File: src/rtl/sec_pkg.sv
package sec_pkg;

    // pixel and field widths
    localparam int PIX_W     = 8;
    localparam int CFG_W     = 11;
    localparam int ROW_OUT_W = 12;
    localparam int COL_OUT_W = 10;

    // apb port
    localparam int APB_ADDR_W = 4;
    localparam int APB_DATA_W = 32;
    localparam int REG_LSB    = 2;

    typedef enum logic [1:0] {
        REG_FRAME_WIDTH    = 2'd0,
        REG_LOW_THRESHOLD  = 2'd1,
        REG_HIGH_THRESHOLD = 2'd2,
        REG_MID_THRESHOLD  = 2'd3
    } t_reg_idx;

    localparam logic [CFG_W-1:0] FRAME_WIDTH_RST    = 11'd640;
    localparam logic [CFG_W-1:0] LOW_THRESHOLD_RST  = 11'd100;
    localparam logic [CFG_W-1:0] HIGH_THRESHOLD_RST = 11'd250;
    localparam logic [CFG_W-1:0] MID_THRESHOLD_RST  = 11'd150;

    localparam int MIN_WIDTH = 3;

    // grey = floor(sum / 3) as (sum * 683) >> 11, exact for sum <= 765
    localparam int SUM_W       = 10;
    localparam int GREY_PROD_W = 20;
    localparam int GREY_SHIFT  = 11;
    localparam logic [SUM_W-1:0] GREY_RECIP = 10'd683;

    // gradient arithmetic
    localparam int GRAD_W   = 11;
    localparam int ABS_W    = 10;
    localparam int SQ_W     = 20;
    localparam int MAG_W    = 21;
    localparam int THR_SQ_W = 22;

    // slope compare in 24 fraction bits
    localparam int TAN_FRAC  = 24;
    localparam int TAN_LO_W  = 23;
    localparam int TAN_HI_W  = 26;
    localparam int PROD_LO_W = ABS_W + TAN_LO_W;
    localparam int PROD_HI_W = ABS_W + TAN_HI_W;
    localparam logic [TAN_LO_W-1:0] TAN_LOW_Q24  = 23'd6949350;
    localparam logic [TAN_HI_W-1:0] TAN_HIGH_Q24 = 26'd40503782;

    typedef enum logic [1:0] {
        EDGE_NONE   = 2'd0,
        EDGE_WEAK   = 2'd1,
        EDGE_STRONG = 2'd2
    } t_edge_class;

    // output queue
    localparam int FIFO_DEPTH = 8;
    localparam int FIFO_PTR_W = 3;
    localparam int FIFO_CNT_W = 4;

    // window indexed [row][column], row 0 oldest line, column 0 leftmost
    typedef logic [2:0][2:0][PIX_W-1:0] t_window;

    typedef struct packed {
        logic [PIX_W-1:0] red;
        logic [PIX_W-1:0] green;
        logic [PIX_W-1:0] blue;
        logic             frame_start;
    } t_in_word;

    typedef struct packed {
        logic [ROW_OUT_W-1:0] center_row;
        logic [COL_OUT_W-1:0] center_column;
        t_edge_class          edge_class;
        logic                 mid_edge;
        logic                 neighbor_brighter;
    } t_out_word;

    typedef struct packed {
        logic [CFG_W-1:0]    frame_width;
        logic [THR_SQ_W-1:0] low_sq;
        logic [THR_SQ_W-1:0] mid_sq;
        logic [THR_SQ_W-1:0] high_sq;
    } t_cfg;

    typedef struct packed {
        logic                 valid;
        logic [ROW_OUT_W-1:0] row;
        logic [COL_OUT_W-1:0] col;
        logic                 interior;
    } t_meta;

endpackage

File: src/rtl/sec_gradient.sv
module sec_gradient (
    input  logic              i_clk,
    input  logic              i_rst_n,
    input  sec_pkg::t_window  i_window,
    input  sec_pkg::t_meta    i_meta,
    input  sec_pkg::t_cfg     i_cfg,
    output logic              o_push,
    output sec_pkg::t_out_word o_word
);

    typedef struct packed {
        logic h;
        logic d;
        logic v;
        logic a;
    } t_nbr;

    logic [sec_pkg::SUM_W-1:0]          top_sum, bot_sum, lft_sum, rgt_sum;
    logic signed [sec_pkg::GRAD_W-1:0]  n_gv, n_gh;
    t_nbr                               n_nbr;
    logic [sec_pkg::PIX_W-1:0]          cen;

    sec_pkg::t_meta                     r_s1_meta;
    logic signed [sec_pkg::GRAD_W-1:0]  r_gv, r_gh;
    t_nbr                               r_s1_nbr;

    logic [sec_pkg::ABS_W-1:0]          n_a, n_b;
    sec_pkg::t_meta                     r_s2_meta;
    t_nbr                               r_s2_nbr;
    logic [sec_pkg::ABS_W-1:0]          r_a;
    logic                               r_a_zero;
    logic                               r_neg;
    logic [sec_pkg::SQ_W-1:0]           r_a_sq, r_b_sq;
    logic [sec_pkg::PROD_LO_W-1:0]      r_b_lo;
    logic [sec_pkg::PROD_HI_W-1:0]      r_b_hi;

    logic [sec_pkg::MAG_W-1:0]          m2;
    logic [sec_pkg::PROD_HI_W-1:0]      a_shift;
    logic                               below_lo, below_hi, nbr;
    sec_pkg::t_edge_class               ec;

    // stage 1: sobel sums and neighbor compares from the window
    always_comb begin
        top_sum = sec_pkg::SUM_W'(i_window[0][0]) + (sec_pkg::SUM_W'(i_window[0][1]) << 1)
                + sec_pkg::SUM_W'(i_window[0][2]);
        bot_sum = sec_pkg::SUM_W'(i_window[2][0]) + (sec_pkg::SUM_W'(i_window[2][1]) << 1)
                + sec_pkg::SUM_W'(i_window[2][2]);
        lft_sum = sec_pkg::SUM_W'(i_window[0][0]) + (sec_pkg::SUM_W'(i_window[1][0]) << 1)
                + sec_pkg::SUM_W'(i_window[2][0]);
        rgt_sum = sec_pkg::SUM_W'(i_window[0][2]) + (sec_pkg::SUM_W'(i_window[1][2]) << 1)
                + sec_pkg::SUM_W'(i_window[2][2]);
        n_gv    = $signed({1'b0, bot_sum}) - $signed({1'b0, top_sum});
        n_gh    = $signed({1'b0, rgt_sum}) - $signed({1'b0, lft_sum});
        cen     = i_window[1][1];
        n_nbr.h = (i_window[1][2] > cen) || (i_window[1][0] > cen);
        n_nbr.d = (i_window[0][0] > cen) || (i_window[2][2] > cen);
        n_nbr.v = (i_window[0][1] > cen) || (i_window[2][1] > cen);
        n_nbr.a = (i_window[2][0] > cen) || (i_window[0][2] > cen);
    end

    // stage 2: magnitudes, squares and slope products
    always_comb begin
        n_a = r_gh[sec_pkg::GRAD_W-1] ? sec_pkg::ABS_W'(-r_gh) : sec_pkg::ABS_W'(r_gh);
        n_b = r_gv[sec_pkg::GRAD_W-1] ? sec_pkg::ABS_W'(-r_gv) : sec_pkg::ABS_W'(r_gv);
    end

    always_ff @(posedge i_clk) begin
        r_gv     <= n_gv;
        r_gh     <= n_gh;
        r_s1_nbr <= n_nbr;
        r_s1_meta.row      <= i_meta.row;
        r_s1_meta.col      <= i_meta.col;
        r_s1_meta.interior <= i_meta.interior;

        r_a      <= n_a;
        r_a_zero <= (r_gh == '0);
        r_neg    <= r_gh[sec_pkg::GRAD_W-1] ^ r_gv[sec_pkg::GRAD_W-1];
        r_a_sq   <= sec_pkg::SQ_W'(n_a) * sec_pkg::SQ_W'(n_a);
        r_b_sq   <= sec_pkg::SQ_W'(n_b) * sec_pkg::SQ_W'(n_b);
        r_b_lo   <= sec_pkg::PROD_LO_W'(n_b) * sec_pkg::PROD_LO_W'(sec_pkg::TAN_LOW_Q24);
        r_b_hi   <= sec_pkg::PROD_HI_W'(n_b) * sec_pkg::PROD_HI_W'(sec_pkg::TAN_HIGH_Q24);
        r_s2_nbr <= r_s1_nbr;
        r_s2_meta.row      <= r_s1_meta.row;
        r_s2_meta.col      <= r_s1_meta.col;
        r_s2_meta.interior <= r_s1_meta.interior;

        if (!i_rst_n) begin
            r_s1_meta.valid <= 1'b0;
            r_s2_meta.valid <= 1'b0;
        end else begin
            r_s1_meta.valid <= i_meta.valid;
            r_s2_meta.valid <= r_s1_meta.valid;
        end
    end

    // stage 3: threshold compares and direction pick
    always_comb begin
        m2       = sec_pkg::MAG_W'(r_a_sq) + sec_pkg::MAG_W'(r_b_sq);
        a_shift  = sec_pkg::PROD_HI_W'(r_a) << sec_pkg::TAN_FRAC;
        below_lo = a_shift < sec_pkg::PROD_HI_W'(r_b_lo);
        below_hi = a_shift < r_b_hi;

        if (sec_pkg::THR_SQ_W'(m2) > i_cfg.high_sq) begin
            ec = sec_pkg::EDGE_STRONG;
        end else if (sec_pkg::THR_SQ_W'(m2) > i_cfg.low_sq) begin
            ec = sec_pkg::EDGE_WEAK;
        end else begin
            ec = sec_pkg::EDGE_NONE;
        end

        // zero horizontal gradient and near-vertical slopes share the vertical pair
        if (r_a_zero || below_lo) begin
            nbr = r_s2_nbr.v;
        end else if (below_hi) begin
            nbr = r_neg ? r_s2_nbr.d : r_s2_nbr.a;
        end else begin
            nbr = r_s2_nbr.h;
        end

        o_word.center_row    = r_s2_meta.row;
        o_word.center_column = r_s2_meta.col;
        if (r_s2_meta.interior) begin
            o_word.edge_class        = ec;
            o_word.mid_edge          = sec_pkg::THR_SQ_W'(m2) > i_cfg.mid_sq;
            o_word.neighbor_brighter = nbr;
        end else begin
            o_word.edge_class        = sec_pkg::EDGE_NONE;
            o_word.mid_edge          = 1'b0;
            o_word.neighbor_brighter = 1'b0;
        end
    end

    assign o_push = r_s2_meta.valid;

endmodule

File: config.mk
export PLATFORM = sky130hd
export DESIGN_NAME = sec_gradient
export DESIGN_NICKNAME = d
export VERILOG_FILES = /design/src/rtl/sec_pkg.sv /design/src/rtl/sec_gradient.sv
export SDC_FILE = /design/constraint.sdc
export NUM_CORES = 1
export LEC_CHECK = 0
export ABC_AREA = 1
export BUFFER_PORTS_ARGS = -buffer_cell sky130_fd_sc_hd__buf_2
export CAP_MARGIN = 15
export CORE_ASPECT_RATIO = 1.2
export CORE_UTILIZATION = 45
export CTS_CLUSTER_DIAMETER = 80
export DETAILED_ROUTE_END_ITERATION = 10
export GPL_TIMING_DRIVEN = 0
export PLACE_DENSITY = 0.63
export SLEW_MARGIN = 20
export SYNTH_ARGS = -nofsm -noshare
export SYNTH_HDL_FRONTEND = slang
export SYNTH_SLANG_ARGS = --single-unit
File: constraint.sdc
create_clock -name i_clk -period 8.5 [get_ports i_clk]
set_clock_uncertainty 0.15 [all_clocks]
set_input_delay 0.85 -clock i_clk [delete_from_list [all_inputs] [get_ports i_clk]]
set_output_delay 0.85 -clock i_clk [all_outputs]
set_load 0.01 [all_outputs]
; ---- After elaboration in Yosys (flattened, before gate mapping)
; Index checks and enable logic that the tools add are counted.
[op_classes]
n_lt_le_gt_ge = 13
n_bitwise = 1
muxes = 8
n_reduce_logical = 6
multipliers = 4
n_addsub = 13
[ops]
columns = cell, n
row1 = 21-bit by 22-bit > comparator with 1-bit output, 3
row2 = 8-bit > comparator, 8
row3 = 10-bit by 8-bit adder with 10-bit output, 4
row4 = 8-bit by 9-bit adder with 10-bit output, 4
row5 = 10-bit by 10-bit multiplier with 20-bit output, 2
row6 = 34-bit by 36-bit less-than comparator with 1-bit output, 1
row7 = 10-bit by 25-bit multiplier with 35-bit output (second input constant), 1
row8 = 34-bit by 33-bit less-than comparator with 1-bit output, 1
row9 = 10-bit by 22-bit multiplier with 32-bit output (second input constant), 1
row10 = 10-bit by 10-bit subtractor with 11-bit output, 2
row11 = 20-bit by 20-bit adder with 21-bit output, 1
row12 = 10-bit two-way mux, 2
row13 = 10-bit negator, 2
row14 = 11-bit logical NOT, 1
row15 = 1-bit logical OR, 5
row16 = 1-bit two-way mux, 4
row17 = 4-bit two-way mux, 1
row18 = 2-bit two-way mux, 1
row19 = 1-bit XOR, 1
[word_totals]
out_inout_bits = 27
word_cells = 70
reg_bits = 197
input_bits = 175

; ---- Depth between registers and ports, before layout
; Gate-level depths: netlist of run 1.
[logic_depth]
word_depth = 5
mapped_depth = 30

; ---- Worst setup path before layout of run 1
; Ideal clock, no wire load.
[synth_timing]
path_type = reg-to-reg
from = reg r_gv[0] (netlist bit)
to = reg r_b_sq[17] (netlist bit)
slack_ps = 1952
path_stages_with_launch = 24
arrival_ps = 6327
cell_sequence = dfxtp_1 inv_1 ha_1 nand2_1 o21ai_1 inv_1 nor2_1 inv_1 fa_1 fa_1 inv_1 fa_1 fa_1 inv_1 fa_1 inv_1 ha_1 nand2_1 nor2_1 inv_1 o21ai_1 a21oi_1 o21ai_1 xor2_1
[synth_via]
elab_chain_len = 3
[synth_rtl]
columns = element, line_no
row1 = "start, declared", sec_gradient.sv:24  ; logic signed [sec_pkg::GRAD_W-1:0] r_gv, r_gh;
row2 = "start signal, assigned", sec_gradient.sv:68  ; r_gv <= n_gv;
row3 = 10-bit negator, sec_gradient.sv:64  ; n_b = r_gv[sec_pkg::GRAD_W-1] ? sec_pkg::ABS_W'(-r_gv) : sec_pkg::ABS_W'(r_gv);
row4 = 10-bit two-way mux (*), sec_gradient.sv:64
row5 = 10-bit by 10-bit multiplier with 20-bit output (*), sec_gradient.sv:79  ; r_b_sq <= sec_pkg::SQ_W'(n_b) * sec_pkg::SQ_W'(n_b);
row6 = "end signal, assigned", sec_gradient.sv:79
row7 = "end, declared", sec_gradient.sv:33  ; logic [sec_pkg::SQ_W-1:0] r_a_sq, r_b_sq;
; Every way passes the cells marked *; elsewhere a longest branch is shown, timed or not.
; A chain may end at the register's enable or synchronous reset.

; ---- Final worst setup path of run 1
; Ends and elaborated chain as after synthesis.

==> results of run 1 <==
cell type report:
cell class / count / area share
timing repair buffer: 192 / 0.0414
clock inverter: 12 / 0.00554
tap: 616 / 0.0328
multi-input combinational: 1786 / 0.658
sequential: 169 / 0.144
clock buffer: 19 / 0.0193
buffer: 28 / 0.00852
inverter: 564 / 0.0902
worst max path at each step:
stage                 start         end  slack, ns
floorplan           r_gv[0]  r_b_sq[17]       1.95
global placement    r_gv[0]  r_b_sq[17]       0.14
detailed placement  r_gv[0]  r_b_sq[17]       0.32
CTS                 r_gv[0]  r_b_sq[17]       0.28
global route        r_gv[0]  r_b_sq[17]       0.20
finish              r_gv[0]  r_b_sq[17]       0.71
what timing repair did:
| action | in CTS | in global routing |
|---|---|---|
| setup endpoints to repair | 0 | 1 |
| setup buffers | 0 | 0 |
| resized for setup | 0 | 1 |
cell usage after synthesis (2+ instances only):
| cell type | number | area share |
|---|---|---|
| nor2_1 | 167 | 0.030 |
| xor2_2 | 2 | 0.0015 |
| o21a_1 | 9 | 0.0032 |
| a211oi_1 | 6 | 0.0021 |
| a221oi_1 | 4 | 0.0017 |
| nand3b_1 | 3 | 0.0011 |
| nand3_1 | 74 | 0.018 |
| or2_2 | 8 | 0.0024 |
| fa_1 | 207 | 0.20 |
| a21o_1 | 16 | 0.0057 |
| o31ai_1 | 3 | 0.0011 |
| xnor2_1 | 30 | 0.012 |
| inv_1 | 544 | 0.096 |
| a31oi_1 | 14 | 0.0041 |
| nand4_1 | 27 | 0.0080 |
| nand2_2 | 14 | 0.0041 |
| o21ai_0 | 70 | 0.017 |
| o21bai_1 | 8 | 0.0028 |
| ha_1 | 430 | 0.25 |
| nor4_1 | 10 | 0.0030 |
| o21ai_2 | 4 | 0.0017 |
| nand2_1 | 354 | 0.063 |
| o221ai_1 | 9 | 0.0037 |
| nor3_2 | 3 | 0.0014 |
| o211ai_1 | 10 | 0.0035 |
| dfxtp_1 | 169 | 0.16 |
| buf_4 | 23 | 0.0082 |
| inv_2 | 17 | 0.0030 |
| nor2_2 | 6 | 0.0018 |
| xor2_1 | 80 | 0.033 |
| clkbuf_1 | 3 | 0.00053 |
| a21oi_1 | 169 | 0.040 |
| nor3_1 | 23 | 0.0054 |
| clkinv_1 | 2 | 0.00035 |
| nand3_2 | 4 | 0.0019 |
| o21ai_1 | 10 | 0.0024 |
worst max-delay path: cells and delay by family (launching register included):
| family | cells | cell delay [ns] |
|---|---|---|
| buf+inv | 8 | 1.30 |
| simple gates | 10 | 1.67 |
| fa+ha+maj | 7 | 3.25 |
| xor+xnor | 1 | 0.20 |
| flops | 1 | 0.46 |
| compound gates | 3 | 0.65 |
placed cells by master, fill, tap and decap left out, types with 14 or more instances in the layout:
cell type  Yosys  routed
inv_1        544     544
ha_1         430     430
nand2_1      354     354
fa_1         207     207
buf_2          1     191
a21oi_1      169     169
dfxtp_1      169     168
nor2_1       167     167
xor2_1        80      79
nand3_1       74      74
o21ai_0       70      70
xnor2_1       30      30
nand4_1       27      27
nor3_1        23      23
buf_4         23      23
inv_2         17      17
clkbuf_16      0      17
a21o_1        16      16
a31oi_1       14      14
nand2_2       14      14
sequential cells by signal (all words and copies together), names as in the netlist, 9 cells and up:
| name | cells |
|---|---|
| o_word | 22 |
| r_gh | 11 |
| r_a_sq | 19 |
| r_b_hi | 34 |
| r_b_sq | 19 |
| r_s1_meta | 24 |
| r_gv | 11 |
| r_a | 9 |
stage by stage:
| step | worst slack [ns] | hold WS [ns] | cells | instance area [µm²] |
|---|---|---|---|---|
| 3_3_place_gp | 0.138 | 0.160 | 3353 | 22900 |
| 3_5_place_dp | 0.325 | 0.163 | 3355 | 22900 |
| 4_1_cts | 0.281 | 0.179 | 3386 | 23500 |
| 2_1_floorplan | 1.95 | 0.160 | 2547 | 21200 |
| 5_1_grt | 0.202 | 0.183 | 3386 | 23500 |
| 6_report | 0.710 | 0.177 | 3386 | 23500 |
routing by layer:
metal | global-route usage | up-vias
met5 | 0 | -
met4 | 0.0789 | 0
met3 | 0.0277 | 87
met2 | 0.434 | 344
met1 | 0.259 | 7969
li1 | - | 8552
cell families (layout without fill, tap and decap cells):
family,count (synthesis),in the layout,share of synthesized area
AOI/OAI and AO/OA,338,338,0.0910
xor gates and xnor gates,113,113,0.0484
adders and majority gates,637,637,0.450
buffers and inverters,592,815,0.110
DFF,169,169,0.160
muxes,1,1,0.000532
and+or+nand+nor,697,697,0.141
==> results.yml, run 1 <==
critical_path:
  cp_max_fo: 13
  start_kind: "flip-flop"
  path_class: "reg -> reg"
  crit_path_max_incr_delay_ns: 0.57
  critPathArrivalTime_ns: 8.00
  endpoint_kind: "flip-flop"
  timing.rr.start: "r_gv[0]"
  rr_worst_depth: 29
  cp_common_cell: "inv_1"
  required_ns: 8.71
  critPathSlowestCell: "inv_1"
  r2r_end: "r_b_sq[17]"
  r2r_setup_slack_ns: 0.71
drt:
  wl_met1_um: 22000
  detail_route.wl_per_cell_um: 15.4
  drtPass1Iterations: 7
  antenna_left: 0
  via_per_inst: 5.01
  first_iter_violations: 654
  dr_wl_met3_um: 1600
  vias: 17000
  drc: 0
  drt-total-wl_um: 52200
  routed-wl-met2_um: 27000
  highest_layer: "met4"
floorplanning:
  die-area_mm2: 0.0479
  die-height_um: 240
  chipWidth_um: 200
  rows: 86
  io_pins: 202
  core_mm2: 0.0462
  start_util: 0.458
layout:
  layout.area.seq_mm2: 0.00338
  final_nets: 3570
  diodes: 0
  drive_above_1_share: 0.114
  fill_cells: 4477
  multiInputGateArea_mm2: 0.0155
  final_core_util: 0.509
  syn_to_final_growth_pct: 11.1
sta:
  hold_violations: 0
  finalSetupTns_ns: 0
  max-slew-margin-rel: 0.328
  min_period_over_period: 0.916
  finalSetupViolCount: 0
  fin_crit_ns: 7.79
  max_freq_mhz: 128
  tightest_slew_ns: 1.01
  rsz0062_at_grt: "no"
  slew_violations: 0
yosys:
  synth_warnings: 0
  synth_edf_count: 0
  yosysUniqueCellTypes: 51
  ys_seq_elements: 169
  synth_area_mm2: 0.0212
  syn_avg_cell_area_um2: 8.31
  syn_nets: 3359
  ys_async_sr_fraction: 0
  ys.flop_type: "dfxtp_1"
  yosysSeqAreaShare: 0.160
  syn_inst: 2547
grt:
  track_usage: 0.229
  grt_antenna_before_repair: 0
  grt_overflow: 0
  first_global_vias: 17800
  grt_pass1_wl_um: 85500
  grt_max_degree: 17
hold_path:
  min-delay-start: "r_s1_meta[10]"
  min_path_type: "reg -> reg"
  hold_depth: 0
  holdPathEnd: "o_word[13]"
clocking:
  h-tree-depth: 4
  cts-root-buf: "clkbuf_16"
  clk_path_buf_depth: 2
  clock_latency_ns: 0.44
  cts.sinks: 169
  clkTransAtPathRegs_ns: 0.06
  cts_hold_buf: 0
  cts_tree: "built"
  cts_buffers: 17
status:
  status: "completed"
placed_design:
  dp_hpwl_um: 46200
  place_congestion: 0.925
  portBuffers: 190
flow_run:
  drv_cap: 0
Power of run 1 is left out: the tool's default activity adds up to more than one toggle a clock period on the data nets, which glitch-free logic cannot reach.
==> run 2, diff against run 1 <==
--- a/config.mk
+++ b/config.mk
@@ -9,6 +9,7 @@
 export BUFFER_PORTS_ARGS = -buffer_cell sky130_fd_sc_hd__buf_2
 export CAP_MARGIN = 15
 export CORE_ASPECT_RATIO = 1.2
+export CORE_MARGIN = 5
 export CORE_UTILIZATION = 45
 export CTS_CLUSTER_DIAMETER = 80
 export DETAILED_ROUTE_END_ITERATION = 10
==> run 2 against run 1 <==
Flip-flop and latch count did not move; worst setup slack improved by 0.010 ns; utilization is 0.67 points lower.
==> results.yml, run 2 (synthesized netlist as in run 1, its figures left out) <==
critical_path:
  path_class: "reg -> reg"
  required_ns: 8.70
  cp_common_cell: "inv_1"
  critPathArrivalTime_ns: 7.98
  crit_path_max_incr_delay_ns: 0.65
  critPathSlowestCell: "dfxtp_2"
  start_kind: "flip-flop"
  endpoint_kind: "flip-flop"
  cp_top_family: "adder cells"
  cp_max_fo: 13
  cp.buffers_inverters: 8
drt:
  drtPass1Iterations: 5
  drc: 0
  drt-total-wl_um: 53400
  vias: 16900
  first_iter_violations: 650
  antenna_left: 0
  via_per_inst: 4.97
  detail_route.wl_per_cell_um: 15.7
sta:
  fin_crit_ns: 7.78
  finalSetupTns_ns: 0
  tightest_slew_ns: 0.969
  hold_violations: 0
  hold_slack_ns: 0.169
  rsz0062_at_grt: "no"
  min_period_over_period: 0.915
  max-slew-margin-rel: 0.353
  max_freq_mhz: 129
  finalSetupViolCount: 0
  slew_violations: 0
grt:
  first_global_vias: 17900
  use_met1: 0.239
  grt_most_used_layer: "met2"
  grt_antenna_before_repair: 1
  met3_usage: 0.0321
  grt_pass1_wl_um: 87300
  grt_use_met2: 0.403
  grt_max_degree: 19
  track_usage: 0.209
  grt_overflow: 0
clocking:
  cts_tree: "built"
  cts.sinks: 169
  clock_latency_ns: 0.44
  h-tree-depth: 4
  cts_hold_buf: 0
  cts_buffers: 17
  ctsResizeCount: 0
  post_cts_buffers: 0
  clkTransAtPathRegs_ns: 0.07
  cts-root-buf: "clkbuf_16"
  clk_path_buf_depth: 2
layout:
  final_nets: 3570
  fin_cells: 3394
  drive_above_1_share: 0.115
  syn_to_final_growth_pct: 11.1
  diodes: 0
  largest-register: "r_b_hi"
  largest_register_ffs: 34
  fill_cells: 4552
  layout_common_cells: "543 x inv_1, 430 x ha_1, 354 x nand2_1, 207 x fa_1, 191 x buf_2"
  final_common_cell: "inv_1"
floorplanning:
  rows: 87
  chipWidth_um: 208
  core_mm2: 0.0468
  start_util: 0.452
  io_pins: 202
  die-area_mm2: 0.0515
  die-height_um: 248
hold_path:
  min_path_type: "reg -> reg"
flow_run:
  drv_cap: 0
status:
  status: "completed"
placed_design:
  place_congestion: 0.935
  numPlacedInstances: 3362
  dp_hpwl_um: 47600
  portBuffers: 190
run 2: worst paths after layout:
| kind | from | to | slack [ns] | cells after the start |
|---|---|---|---|---|
| worst min register to register | r_s1_meta[16] | o_word[19] | 0.17 | 0 |
| worst min-delay path | r_s1_meta[16] | o_word[19] | 0.17 | 0 |
| worst max-delay path | r_gv[0] | r_b_sq[17] | 0.72 | 28 |
| worst max register to register | r_gv[0] | r_b_sq[17] | 0.72 | 28 |
run 2: stage by stage:
stage          utilization  worst slack (ns)  instance area, µm²
5_1_grt              0.503             0.159               23500
3_5_place_dp         0.490             0.283               22900
4_1_cts              0.502             0.259               23500
2_1_floorplan            -              1.95               21200
6_report             0.503             0.720               23500
3_3_place_gp         0.489             0.190               22900
run 2: per-layer routing:
metal / wire [µm] / share of wire / vias up
met3: 1970 / 0.037 / 95
met4: 1490 / 0.028 / 2
met5: 13 / 0.00024 / -
met1: 22000 / 0.41 / 7887
met2: 27900 / 0.52 / 332
li1: - / - / 8563
run 2: layout make-up:
class / instances / area [µm²] / share of cell area
buffer: 28 / 200 / 0.00851
clock buffer: 18 / 439 / 0.0187
clock inverter: 14 / 146 / 0.00622
inverter: 564 / 2120 / 0.0903
multi-input combinational: 1786 / 15500 / 0.658
sequential: 169 / 3380 / 0.144
tap: 623 / 779 / 0.0331
timing repair buffer: 192 / 973 / 0.0414
Power of run 2 is left out for the same reason.
==> run 3, diff against run 2 <==
--- a/config.mk
+++ b/config.mk
@@ -15,7 +15,7 @@
 export DETAILED_ROUTE_END_ITERATION = 10
 export GPL_TIMING_DRIVEN = 0
 export PLACE_DENSITY = 0.63
-export SLEW_MARGIN = 20
+export SLEW_MARGIN = 0
 export SYNTH_ARGS = -nofsm -noshare
 export SYNTH_HDL_FRONTEND = slang
 export SYNTH_SLANG_ARGS = --single-unit
==> constraint.sdc (replaced) <==
create_clock -name i_clk -period 7.9 [get_ports i_clk]
set_clock_uncertainty 0.15 [all_clocks]
set_input_delay 0.79 -clock i_clk [delete_from_list [all_inputs] [get_ports i_clk]]
set_output_delay 0.79 -clock i_clk [all_outputs]
set_load 0.01 [all_outputs]
==> run 3 against run 2 <==
Die area did not move; first-iteration DRC count is 2.3% higher; count of clock-buffer cells in the layout up 1; flip-flop and latch count is the same; sequential share of layout area hardly changed; final cell count barely moved; wire length up 0.27%; worst hold slack got worse by 0.0022 ns; via count increased by 0.36%.
==> results.yml, run 3 (synthesized netlist as in run 1, its figures left out) <==
sta:
  rsz0062_at_grt: "no"
  finalSetupTns_ns: 0
  finalSetupViolCount: 0
  hold_violations: 0
  min_period_over_period: 0.924
  tightest_slew_ns: 0.960
  max_freq_mhz: 137
  max-slew-margin-rel: 0.358
  fin_crit_ns: 7.30
  slew_violations: 0
layout:
  largest_register_ffs: 34
  syn_to_final_growth_pct: 11.3
  drive_above_1_share: 0.115
  final_nets: 3572
  largest-register: "r_b_hi"
  final_common_cell: "inv_1"
  fin_area_mm2: 0.0236
  final_core_util: 0.503
  layout_common_cells: "543 x inv_1, 430 x ha_1, 354 x nand2_1, 207 x fa_1, 191 x buf_2"
  fill_cells: 4543
  diodes: 0
drt:
  antenna_left: 0
  drtPass1Iterations: 6
  vias: 16900
  drt-total-wl_um: 53500
  via_per_inst: 4.99
  detail_route.wl_per_cell_um: 15.8
  drc: 0
  first_iter_violations: 665
clocking:
  cts.sinks: 169
  cts_tree: "built"
  cts_buffers: 17
  clkTransAtPathRegs_ns: 0.06
  clk_path_buf_depth: 2
  cts_hold_buf: 0
  cts-root-buf: "clkbuf_16"
  h-tree-depth: 4
  clock_latency_ns: 0.43
grt:
  grt_overflow: 0
  track_usage: 0.210
  grt_pass1_wl_um: 87700
  grt_antenna_before_repair: 2
  grt_max_degree: 17
  first_global_vias: 17900
floorplanning:
  start_util: 0.452
  core_mm2: 0.0468
  io_pins: 202
  die-height_um: 248
  chipWidth_um: 208
  rows: 87
  die-area_mm2: 0.0515
placed_design:
  place_congestion: 0.935
  place_area_mm2: 0.0229
  portBuffers: 190
  dp_hpwl_um: 47500
critical_path:
  worstSetupEndpoint: "r_b_sq[17]"
  r2r_setup_slack_ns: 0.60
  start_kind: "flip-flop"
  cp-startpoint: "r_gv[0]"
  crit_path_max_incr_delay_ns: 0.65
  critPathArrivalTime_ns: 7.49
  rr_worst_depth: 28
  required_ns: 8.09
  cp_common_cell: "inv_1"
  path_class: "reg -> reg"
  critPathSlowestCell: "dfxtp_2"
  cp_max_fo: 13
  r2r_end: "r_b_sq[17]"
  endpoint_kind: "flip-flop"
  timing.rr.start: "r_gv[0]"
hold_path:
  min_path_type: "reg -> reg"
flow_run:
  drv_cap: 0
status:
  status: "completed"
## run 3: changes by cell type in the layout (fill, tap and decap cells not counted), moves of 2 or more
| cell | delta |
|---|---|
| clkbuf_1 | +2 |
| bufinv_16 | +3 |
| buf_4 | +3 |
| clkinv_8 | -2 |
| buf_6 | -2 |
| inv_8 | -3 |
## run 3: worst min-delay path by stage
stage | to | startpoint | cells past startpoint
after global placement | o_word[24] | r_s1_meta[21] | 0
after floorplan | o_word[10] | r_s1_meta[7] | 0
after CTS | o_word[19] | r_s1_meta[16] | 0
after detailed placement | o_word[8] | r_s1_meta[5] | 0
final | o_word[19] | r_s1_meta[16] | 0
after global routing | o_word[19] | r_s1_meta[16] | 0
## run 3: worst max-delay path, delay by kind of cell, from the launching register on
family,cells,cell delay (ns)
fa+ha+maj,7,3.19
buf+inv,8,0.93
xor+xnor,1,0.22
compound gates,3,0.67
simple gates,9,1.36
flops,1,0.65
## run 3: area by class of cell
class,instances,area [µm²],share of cell area
timing repair buffer,194,988,0.0420
tap,623,779,0.0331
sequential,169,3380,0.144
clock buffer,19,433,0.0184
buffer,28,200,0.00850
multi-input combinational,1786,15500,0.657
clock inverter,13,181,0.00770
inverter,564,2120,0.0901
## run 3: stage by stage
stage          setup WS (ns)  hold WS, ns  instances
2_1_floorplan           1.35        0.160       2547
3_3_place_gp          -0.410        0.160       3360
3_5_place_dp          -0.303        0.162       3362
4_1_cts               0.0415        0.171       3394
5_1_grt               0.0547        0.175       3396
6_report               0.600        0.167       3396
## run 3: per-layer routing
| metal | GRT usage | part of all wire |
|---|---|---|
| met1 | 0.240 | 0.41 |
| met2 | 0.407 | 0.52 |
| met3 | 0.0314 | 0.040 |
| met4 | 0.0580 | 0.024 |
| met5 | 0 | 0.00050 |
## run 3: what timing repair did
item,4_1_cts,5_1_grt
endpoints found under the setup margin,3,5
setup buffers,0,2
gates resized for setup,2,0
Power of run 3 is left out for the same reason.
